$ cat src/sv/mqrr_pkg.sv
// ----------------------------------------------------------------------------
// mqrr_pkg
// Shared types and constants of the round-robin multi-queue dispatcher.
// ----------------------------------------------------------------------------
package mqrr_pkg;

	localparam int NUM_QUEUES   = 8;
	localparam int QUEUE_DEPTH  = 16;
	localparam int HANDLE_WIDTH = 32;
	localparam int QW = $clog2(NUM_QUEUES);
	localparam int DW = $clog2(QUEUE_DEPTH);
	localparam int CW = DW + 1;
	localparam int SW = QW + DW;
	localparam int STORE_DEPTH = NUM_QUEUES * QUEUE_DEPTH;

	localparam logic [1:0] REQ_ADD      = 2'd0;
	localparam logic [1:0] REQ_DISPATCH = 2'd1;
	localparam logic [1:0] REQ_COMPLETE = 2'd2;

	localparam logic [1:0] REG_ACCEPT = 2'd0;
	localparam logic [1:0] REG_MASK   = 2'd1;
	localparam logic [1:0] REG_LIMITS = 2'd2;

	localparam logic [3:0] ST_QUEUED     = 4'd0;
	localparam logic [3:0] ST_DISPATCHED = 4'd1;
	localparam logic [3:0] ST_COMPLETED  = 4'd2;
	localparam logic [3:0] ST_NO_QUEUE   = 4'd3;
	localparam logic [3:0] ST_NONE       = 4'd4;
	localparam logic [3:0] ST_LIMIT      = 4'd5;
	localparam logic [3:0] ST_CLOSED     = 4'd6;
	localparam logic [3:0] ST_NULL       = 4'd7;
	localparam logic [3:0] ST_FULL       = 4'd8;
	localparam logic [3:0] ST_UNDERFLOW  = 4'd9;

	// one request as passed from front to back
	typedef struct packed {
		logic [1:0]  req;
		logic [2:0]  qid;
		logic [31:0] handle;
	} req_t;

endpackage

$ cat src/sv/mqrr_front.sv
// ----------------------------------------------------------------------------
// mqrr_front
// Accepts requests and holds them in a two-entry queue for the back end.
// ----------------------------------------------------------------------------
module mqrr_front (
	input  logic           clk,
	input  logic           arst_n,
	input  logic           start,
	input  logic [1:0]     req_type,
	input  logic [2:0]     queue_id,
	input  logic [31:0]    task_handle,
	output logic           busy,
	output mqrr_pkg::req_t head,
	output logic           head_valid,
	input  logic           pop
);
	import mqrr_pkg::*;

	req_t       fifo_q [2];
	logic       rd_q;
	logic       wr_q;
	logic [1:0] cnt_q;
	logic       push;

	assign busy       = (cnt_q == 2'd2);
	assign push       = start && !busy;
	assign head_valid = (cnt_q != 2'd0);
	assign head       = fifo_q[rd_q];

	// write payload
	always_ff @(posedge clk) begin
		if (push) begin
			fifo_q[wr_q] <= '{req: req_type, qid: queue_id, handle: task_handle};
		end
	end

	// advance pointers
	always_ff @(posedge clk or negedge arst_n) begin
		if (!arst_n) begin
			rd_q  <= 1'b0;
			wr_q  <= 1'b0;
			cnt_q <= 2'd0;
		end else begin
			if (push) wr_q <= ~wr_q;
			if (pop)  rd_q <= ~rd_q;
			cnt_q <= cnt_q + {1'b0, push} - {1'b0, pop};
		end
	end

endmodule

$ cat config.mk
export PLATFORM = sky130hd
export DESIGN_NAME = mqrr_front
export DESIGN_NICKNAME = d
export VERILOG_FILES = /design/src/sv/mqrr_pkg.sv /design/src/sv/mqrr_front.sv
export SDC_FILE = /design/constraint.sdc
export NUM_CORES = 1
export LEC_CHECK = 0
export BUFFER_PORTS_ARGS = -buffer_cell sky130_fd_sc_hd__buf_2
export CORE_MARGIN = 1
export CORE_UTILIZATION = 54
export CTS_BUF_LIST = sky130_fd_sc_hd__clkbuf_4
export CTS_CLUSTER_DIAMETER = 120
export DETAILED_ROUTE_END_ITERATION = 10
export PLACE_DENSITY = 0.87
export SLEW_MARGIN = 5
export SYNTH_ARGS = -nofsm -noshare
export SYNTH_HDL_FRONTEND = slang
export SYNTH_SLANG_ARGS = --single-unit
$ cat constraint.sdc
create_clock -name clk -period 2.9 [get_ports clk]
set_input_delay 0.29 -clock clk [delete_from_list [all_inputs] [get_ports clk]]
set_output_delay 0.29 -clock clk [all_outputs]
set_load 0.02 [all_outputs]
==> results of run 1 <==
-- where the power goes --
group / total (uW) / internal (uW) / switching, uW
Clock: 531 / 209 / 321
Combinational: 1210 / 568 / 645
Sequential: 1740 / 1540 / 195
-- metal layers --
| layer | global-route usage [%] | wire [um] | up-vias |
|---|---|---|---|
| met4 | 9.877 | 102 | 0 |
| met1 | 22.12 | 2017 | 696 |
| met3 | 4.101 | 210 | 11 |
| met5 | 0 | 0 | - |
| li1 | - | - | 695 |
| met2 | 28.81 | 2269 | 54 |
-- kinds of logic (layout without fill, tap and decap cells) --
| family | count (synthesis) | in the layout | synth area share [%] |
|---|---|---|---|
| flip-flops | 78 | 78 | 78.81 |
| multiplexers | 37 | 37 | 16.69 |
| buffers and inverters | 6 | 99 | 1.571 |
| AND/OR/NAND/NOR | 5 | 5 | 0.8919 |
| XOR/XNOR | 4 | 4 | 1.189 |
| adder cells (fa/ha/maj) | 2 | 2 | 0.8491 |
-- metrics by stage --
step                      std cells  area, um2  hold WS [ns]  power [uW]
final                           295       3528       0.06743        3481
after global routing            295       3528       0.03933        3675
after CTS                       295       3528       0.04156        3524
after detailed placement        278       3408        0.1062        2994
after global placement          278       3408        0.1016        2952
after floorplan                 132       2947     -0.005591        2643
-- worst paths after layout --
check / cells past startpoint / from / to / slack [ns]
max: 2 / rd_q / head[6] / 0.55
min: 1 / task_handle[23] / fifo_q[0][23] / 0.07
max reg2reg: 4 / cnt_q[1] / fifo_q[0][21] / 1.07
min reg2reg: 1 / cnt_q[0] / cnt_q[0] / 0.53
max in group asynchronous: 2 / arst_n / rd_q / 2.54
min in group asynchronous: 2 / arst_n / cnt_q[1] / 0.21
-- sequential cells by signal (all words and copies together), names as in the netlist --
register and count:
cnt_q 2, fifo_q 74, rd_q 1, wr_q 1
-- cells in the mapped netlist --
| cell type | n | area share (%) |
|---|---|---|
| or2_2 | 1 | 0.21 |
| nand2b_1 | 1 | 0.21 |
| xor2_1 | 1 | 0.30 |
| nand2_1 | 1 | 0.13 |
| xnor2_1 | 3 | 0.89 |
| buf_2 | 1 | 0.17 |
| ha_1 | 2 | 0.85 |
| mux2_4 | 20 | 10 |
| mux2_2 | 17 | 6.5 |
| inv_1 | 2 | 0.25 |
| edfxtp_1 | 74 | 75 |
| buf_6 | 3 | 1.1 |
| nor2_1 | 1 | 0.13 |
| dfrtp_1 | 4 | 3.4 |
| and3_1 | 1 | 0.21 |
-- layout make-up --
type | instances | area [um2] | area share (%)
inverter | 2 | 7.507 | 0.2128
sequential | 78 | 2323 | 65.85
multi-input combinational | 48 | 586.8 | 16.63
clock inverter | 3 | 12.51 | 0.3546
tap | 70 | 87.58 | 2.482
clock buffer | 13 | 97.59 | 2.766
timing repair buffer | 81 | 412.9 | 11.70
-- worst max-delay path, cell delays in order, from the launching register on --
cell and delay [ns]:
dfrtp_2 1.06, mux2_2 0.43, buf_2 0.16
==> results.cfg, run 1 <==
[outcome]
outcome = complete, no violations

[sta]
fin_ws_ns = 0.5501
max_freq_mhz = 425.5
period_share_pct = 81.03
fin_crit_ns = 2.350
slew_headroom_pct = 31.21
finalSetupTns_ns = 0
finalHoldViolCount = 0
tightest_slew_ns = 1.032
skew_ns = 0.01278
setup_violations = 0
rsz0062_at_grt = no
slew_violations = 0

[yosys]
syn_area_per_cell_um2 = 22.32
ys_seq_area_share_pct = 78.81
syn_nets = 175
synth_cell_types = 15
synthesis.area_mm2 = 0.002947
yosys_warnings = 0
synthCells = 132
ys_ff_latch = 78

[placed_design]
gp_congestion = 0.7322
numPortBuffers = 79
place_hpwl_mm = 3.066
dpl_worst_slack_ns = 0.9679

[detailed_routing]
firstDrtPassIters = 3
wl_per_cell_um = 15.59
viasPerCell = 4.936
remaining_drc_errors = 0
antenna_left = 0
via_count = 1456
routed_wl_mm = 4.600
drt_iter0_drc = 89

[die]
dieHeight_um = 75.87
ios = 80
rows = 26
core_area_mm2 = 0.005172
die_x_um = 75.87
dieArea_mm2 = 0.005756
initial_utilization_pct = 56.97

[finish]
diodes = 0
postLayoutCoreUtil_pct = 68.21
nNetsFinal = 263
num-fill-cells = 354
layout_commonest_cell = buf_2
drive_above_1_share_pct = 60.00
layout_common_cells = buf_2 (79), edfxtp_1 (74), mux2_4 (20)
synthToLayoutAreaGrowth_pct = 19.75

[global_route]
grt_start_max_net_pins = 39
antenna_found_initial = 0
first_global_vias = 1469
track_usage_pct = 17.73
grt_first_pass_wirelength_mm = 6.955
grt_overflow = 0

[clock_tree]
cts_buffers = 9
ctsHoldBuffers = 1
cts.reportedPaths.clkPinSlew_ns = 0.12
cts_buffer_depth = 2
cts_root_buf = clkbuf_4
post_cts_buffers = 0
tritoncts = built
cts_max_level = 3
cts_sinks = 78
clk_latency_ns = 0.40
cts_resized = 0

[worst_setup_path]
worstSetupEndpointType = primary output
critPathRequiredTime_ns = 2.61
critical_path_class = reg2out
start_kind = flop
cp_max_fo = 38
arrival_ns = 2.06

[min_path]
hold_path.class = in2reg

[power_and_ir_drop]
peakVddDrop_v = 0.0008768
powerDensity_mw_per_mm2 = 986.5
p_leak_uw = 0.001405

[flow_run]
maxCapViolCount = 0
(Power assumes the default switching activity.)
==> run 2: changes to the inputs <==
Clock period 2.9 ns to 2.3 ns, I/O delays scaled along.
==> run 2 against run 1 <==
  * Worst setup slack got worse by 0.10 ns
  * Sequential power is 17% higher
  * Cell count up 8.8%
  * Global-route usage is 0.38 points higher
  * Sequential share of layout area shrank 5.2 points
  * Clock skew fell by 0.0019 ns
  * Utilization grew 5.9 points
  * Clock power is 61% higher
  * Die area stayed put
  * Critical path type unchanged
==> results.cfg, run 2 (synthesis results as in run 1) <==
[die]
rows = 26
die_x_um = 75.87
dieHeight_um = 75.87
initial_utilization_pct = 56.97
core_area_mm2 = 0.005172
ios = 80
dieArea_mm2 = 0.005756

[power_and_ir_drop]
clock_power_share_pct = 18.2
p_leak_uw = 0.001540
power_switching_uw = 1521
peakVddDrop_v = 0.0007922
p_int_uw = 3161
power_frac_seq_pct = 43.6
combPwrFrac_pct = 38.2
powerDensity_mw_per_mm2 = 1221
switching_share_pct = 32.49

[clock_tree]
cts_buffers = 9
post_cts_buffers = 0
cts_max_level = 3
cts_resized = 0
cts.reportedPaths.clkPinSlew_ns = 0.11
ctsHoldBuffers = 21
tritoncts = built
clk_latency_ns = 0.41
cts_buffer_depth = 2
cts_sinks = 78
cts_root_buf = clkbuf_4

[sta]
max_freq_mhz = 539.3
slew_violations = 0
slew_headroom_pct = 66.54
tightest_slew_ns = 0.5019
skew_ns = 0.01093
finalSetupTns_ns = 0
period_share_pct = 80.62
fin_crit_ns = 1.854
finalHoldViolCount = 0
setup_violations = 0
rsz0062_at_grt = no
fin_ws_ns = 0.4458

[finish]
regMostFlops = fifo_q
largest_reg_flops = 74
synthToLayoutAreaGrowth_pct = 30.11
drive_above_1_share_pct = 55.38
layout_common_cells = buf_2 (79), edfxtp_1 (74), dlygate4sd3_1 (23)
layout_commonest_cell = buf_2
diodes = 0
largestRegisters = fifo_q (74), cnt_q (2)
nNetsFinal = 290

[global_route]
grt_first_pass_wirelength_mm = 7.155
grt_start_max_net_pins = 22
antenna_found_initial = 0
first_global_vias = 1514
track_usage_pct = 18.11
grt_overflow = 0

[detailed_routing]
routed_wl_mm = 4.968
via_count = 1551
remaining_drc_errors = 0
antenna_left = 0
viasPerCell = 4.832
drt_iter0_drc = 76
firstDrtPassIters = 4
wl_per_cell_um = 15.48

[min_path]
hold_path.class = in2reg

[placed_design]
dpl_worst_slack_ns = 0.6384
place_hpwl_mm = 3.068
numPortBuffers = 79
gp_congestion = 0.7263

[worst_setup_path]
critical_path_class = reg2out
cp_max_fo = 17
arrival_ns = 1.62
start_kind = flop
critPathRequiredTime_ns = 2.07
worstSetupEndpointType = primary output

[outcome]
outcome = complete, no violations

[flow_run]
maxCapViolCount = 0
==> run 2: cell count changes in the layout (fill, tap and decap cells not counted), sizes merged <==
| cell | delta |
|---|---|
| dlygate4sd3 | +22 |
| buf | +5 |
| clkbuf | -4 |
| bufinv | +2 |
| clkinv | +1 |
==> run 2: area by class of cell <==
class	count	area, um2
clock buffers	9	67.56
clock inverters	6	77.57
fillers	311	1339
inverters	2	7.507
multi-input cells	48	586.8
flip-flops and latches	78	2323
well taps	70	87.58
repair buffers	108	683.2
==> run 2: worst paths after layout <==
kind / start / to / slack (ns) / depth (start not counted)
min in group asynchronous: arst_n / wr_q / 0.14 / 2
max reg2reg: cnt_q[1] / cnt_q[1] / 0.61 / 7
min reg2reg: cnt_q[0] / cnt_q[0] / 0.55 / 1
min: task_handle[4] / fifo_q[1][4] / 0.01 / 1
max: rd_q / head[30] / 0.45 / 3
max in group asynchronous: arst_n / rd_q / 2.03 / 2
==> run 2: metal layers <==
metal  up-vias  share of wire (%)  GRT usage (%)
met1       744                 42          21.80
met5         -                  0              0
met4         0                2.2          9.465
met3        10                5.1          4.762
li1        743                  -              -
met2        54                 51          30.19
==> run 2: metrics by stage <==
stage | instances | utilization [%] | instance area (um2) | total power [uW] | hold WS [ns]
floorplan | 132 | - | 2949 | 3332 | -0.06559
global placement | 283 | 66.86 | 3458 | 3790 | 0.03922
detailed placement | 283 | 66.86 | 3458 | 3836 | 0.04172
CTS | 319 | 73.73 | 3814 | 4704 | 0.00007616
global route | 321 | 74.12 | 3834 | 4889 | 0.001086
finish | 321 | 74.12 | 3834 | 4682 | 0.01085
==> run 2: critical path: stages (launching register included) <==
cell and delay [ns]:
dfrtp_2 0.40, buf_4 0.28, mux2_2 0.38, buf_2 0.16
==> run 2: power by group through the flow <==
stage	clock network, uW	registers, uW	logic, uW
global route	910	2070	1910
CTS	865	2040	1800
finish	854	2040	1790
global placement	0	2050	1730
floorplan	0	2050	1280
detailed placement	0	2080	1760
==> run 3: changes to the inputs <==
Settings changed: CORE_UTILIZATION 54 to 49, PLACE_DENSITY 0.87 to 0.83.
Clock period 2.3 ns to 1.6 ns, I/O delays scaled along.
==> run 3 against run 2 <==
  * The flow now finishes with violations (negative setup slack)
  * Combinational power rose by 67%
  * Worst hold slack improved by 0.074 ns
  * Cell area rose by 7.8%
  * Non-clock buffer count rose by 17
  * Die area rose by 9.9%
  * Largest cell class unchanged
  * Register-to-register slack got worse by 0.49 ns
  * Sequential share of layout area fell by 4.4 points
  * Clock-buffer cell count rose by 1
  * Clock skew fell by 0.0031 ns
  * Worst setup slack got worse by 0.52 ns
  * Critical path depth did not move
  * Critical path type unchanged
  * Clock power rose by 7.1%
==> results.cfg, run 3 (synthesis results as in run 1) <==
[outcome]
outcome = finished, violations left
violations = negative setup slack

[worst_setup_path]
cp_slowest_cell = dfrtp_2
max_stage_delay_ns = 0.42
critical_path_class = reg2out
cp_max_fo = 19
critPathRequiredTime_ns = 1.44
cpLargestDelayFamily = flip-flops
arrival_ns = 1.51
worstSetupEndpointType = primary output
start_kind = flop
path_cells = buf_12 -> mux2_2 -> buf_2
path_buf_inv = 2

[sta]
setup_violations = 37
slew_violations = 0
max_freq_mhz = 598.7
fin_crit_ns = 1.670
hold-worst-slack_ns = 0.08507
skew_ns = 0.007787
finalHoldViolCount = 0
rsz0062_at_grt = yes
fin_ws_ns = -0.07025
tightest_slew_ns = 0.1797
slew_headroom_pct = 88.02
period_share_pct = 104.4

[power_and_ir_drop]
powerDensity_mw_per_mm2 = 1657
clock_power_share_pct = 13.4
p_int_uw = 4622
combPwrFrac_pct = 43.7
power_frac_seq_pct = 43.0
switching_share_pct = 32.49
peakVddDrop_v = 0.001217
power_switching_uw = 2224
p_leak_uw = 0.001650

[die]
initial_utilization_pct = 52.23
ios = 80
core_area_mm2 = 0.005642
rows = 27
dieHeight_um = 79.55
dieArea_mm2 = 0.006327
die_x_um = 79.55

[finish]
synthToLayoutAreaGrowth_pct = 40.25
layout_common_cells = edfxtp_1 (74), buf_2 (64), dlygate4sd3_1 (39)
regMostFlops = fifo_q
layout_commonest_cell = edfxtp_1
drive_above_1_share_pct = 52.79
nNetsFinal = 307
largest_reg_flops = 74
largestRegisters = fifo_q (74), cnt_q (2)
num-fill-cells = 339
diodes = 0

[min_path]
hold_path.class = in2async

[detailed_routing]
wl_per_cell_um = 14.67
routed_wl_mm = 5.004
via_count = 1608
remaining_drc_errors = 0
antenna_left = 0
drt_iter0_drc = 49
firstDrtPassIters = 4
viasPerCell = 4.716

[placed_design]
place_hpwl_mm = 3.074
numPortBuffers = 79
gp_congestion = 0.6608
dpl_worst_slack_ns = 0.1232

[global_route]
track_usage_pct = 17.02
grt_start_max_net_pins = 22
grt_overflow = 0
grt_first_pass_wirelength_mm = 7.624
antenna_found_initial = 0
first_global_vias = 1647

[clock_tree]
cts_sinks = 78
cts_max_level = 3
tritoncts = built
cts.reportedPaths.clkPinSlew_ns = 0.11
clk_latency_ns = 0.39
cts_buffer_depth = 2
cts_root_buf = clkbuf_4
post_cts_buffers = 0
cts_buffers = 9

[flow_run]
maxCapViolCount = 0
run 3: power by group through the flow:
stage	registers, uW	logic, uW	clock network [uW]
finish	2940	2990	915
floorplan	2940	1850	0
CTS	2940	2770	947
global placement	2960	2650	0
global route	2990	3150	1020
detailed placement	2990	2670	0
run 3: final timing paths:
check                           startpoint  endpoint  slack [ns]  cells past startpoint
worst min-delay path                arst_n  cnt_q[0]        0.09                      2
min in group clk                     start      wr_q        0.18                      4
worst min register to register    cnt_q[0]  cnt_q[0]        0.56                      1
max in group asynchronous           arst_n      rd_q        1.38                      2
worst max-delay path                  rd_q   head[3]       -0.07                      3
worst max register to register    cnt_q[1]  cnt_q[1]        0.12                      7
run 3: through the flow:
step	instances	power [uW]	setup TNS [ns]	utilization [%]	cell area, um2
floorplan	132	4793	0	-	2955
finish	341	6846	-1.416	73.25	4133
detailed placement	286	5657	0	62.59	3531
global placement	286	5603	0	62.59	3531
CTS	341	6662	-3.027	71.57	4038
global route	341	7155	-3.413	73.25	4133
run 3: final cells by class:
| type | count | area (um2) | area share, % |
|---|---|---|---|
| timing repair buffer | 125 | 1003 | 24.28 |
| clock inverter | 6 | 28.78 | 0.6963 |
| sequential | 78 | 2323 | 56.22 |
| inverter | 2 | 7.507 | 0.1817 |
| clock buffer | 10 | 75.07 | 1.817 |
| tap | 72 | 90.09 | 2.180 |
| multi-input combinational | 48 | 604.3 | 14.62 |
run 3: per-layer routing:
metal  wire length [um]  global-route usage (%)  vias up
met4                 99                   9.273        0
li1                   -                       -      779
met5                  0                       0        -
met1               1921                   18.09      774
met2               2840                   31.79       45
met3                143                   2.743       10
run 3: repair_timing:
| action | 4_1_cts | 5_1_grt |
|---|---|---|
| hold buffers | 39 | 0 |
| endpoints found under the hold margin | 79 | 0 |
| endpoints found under the setup margin | 37 | 38 |
| resized for setup | 4 | 29 |
| pin swaps | 0 | 1 |
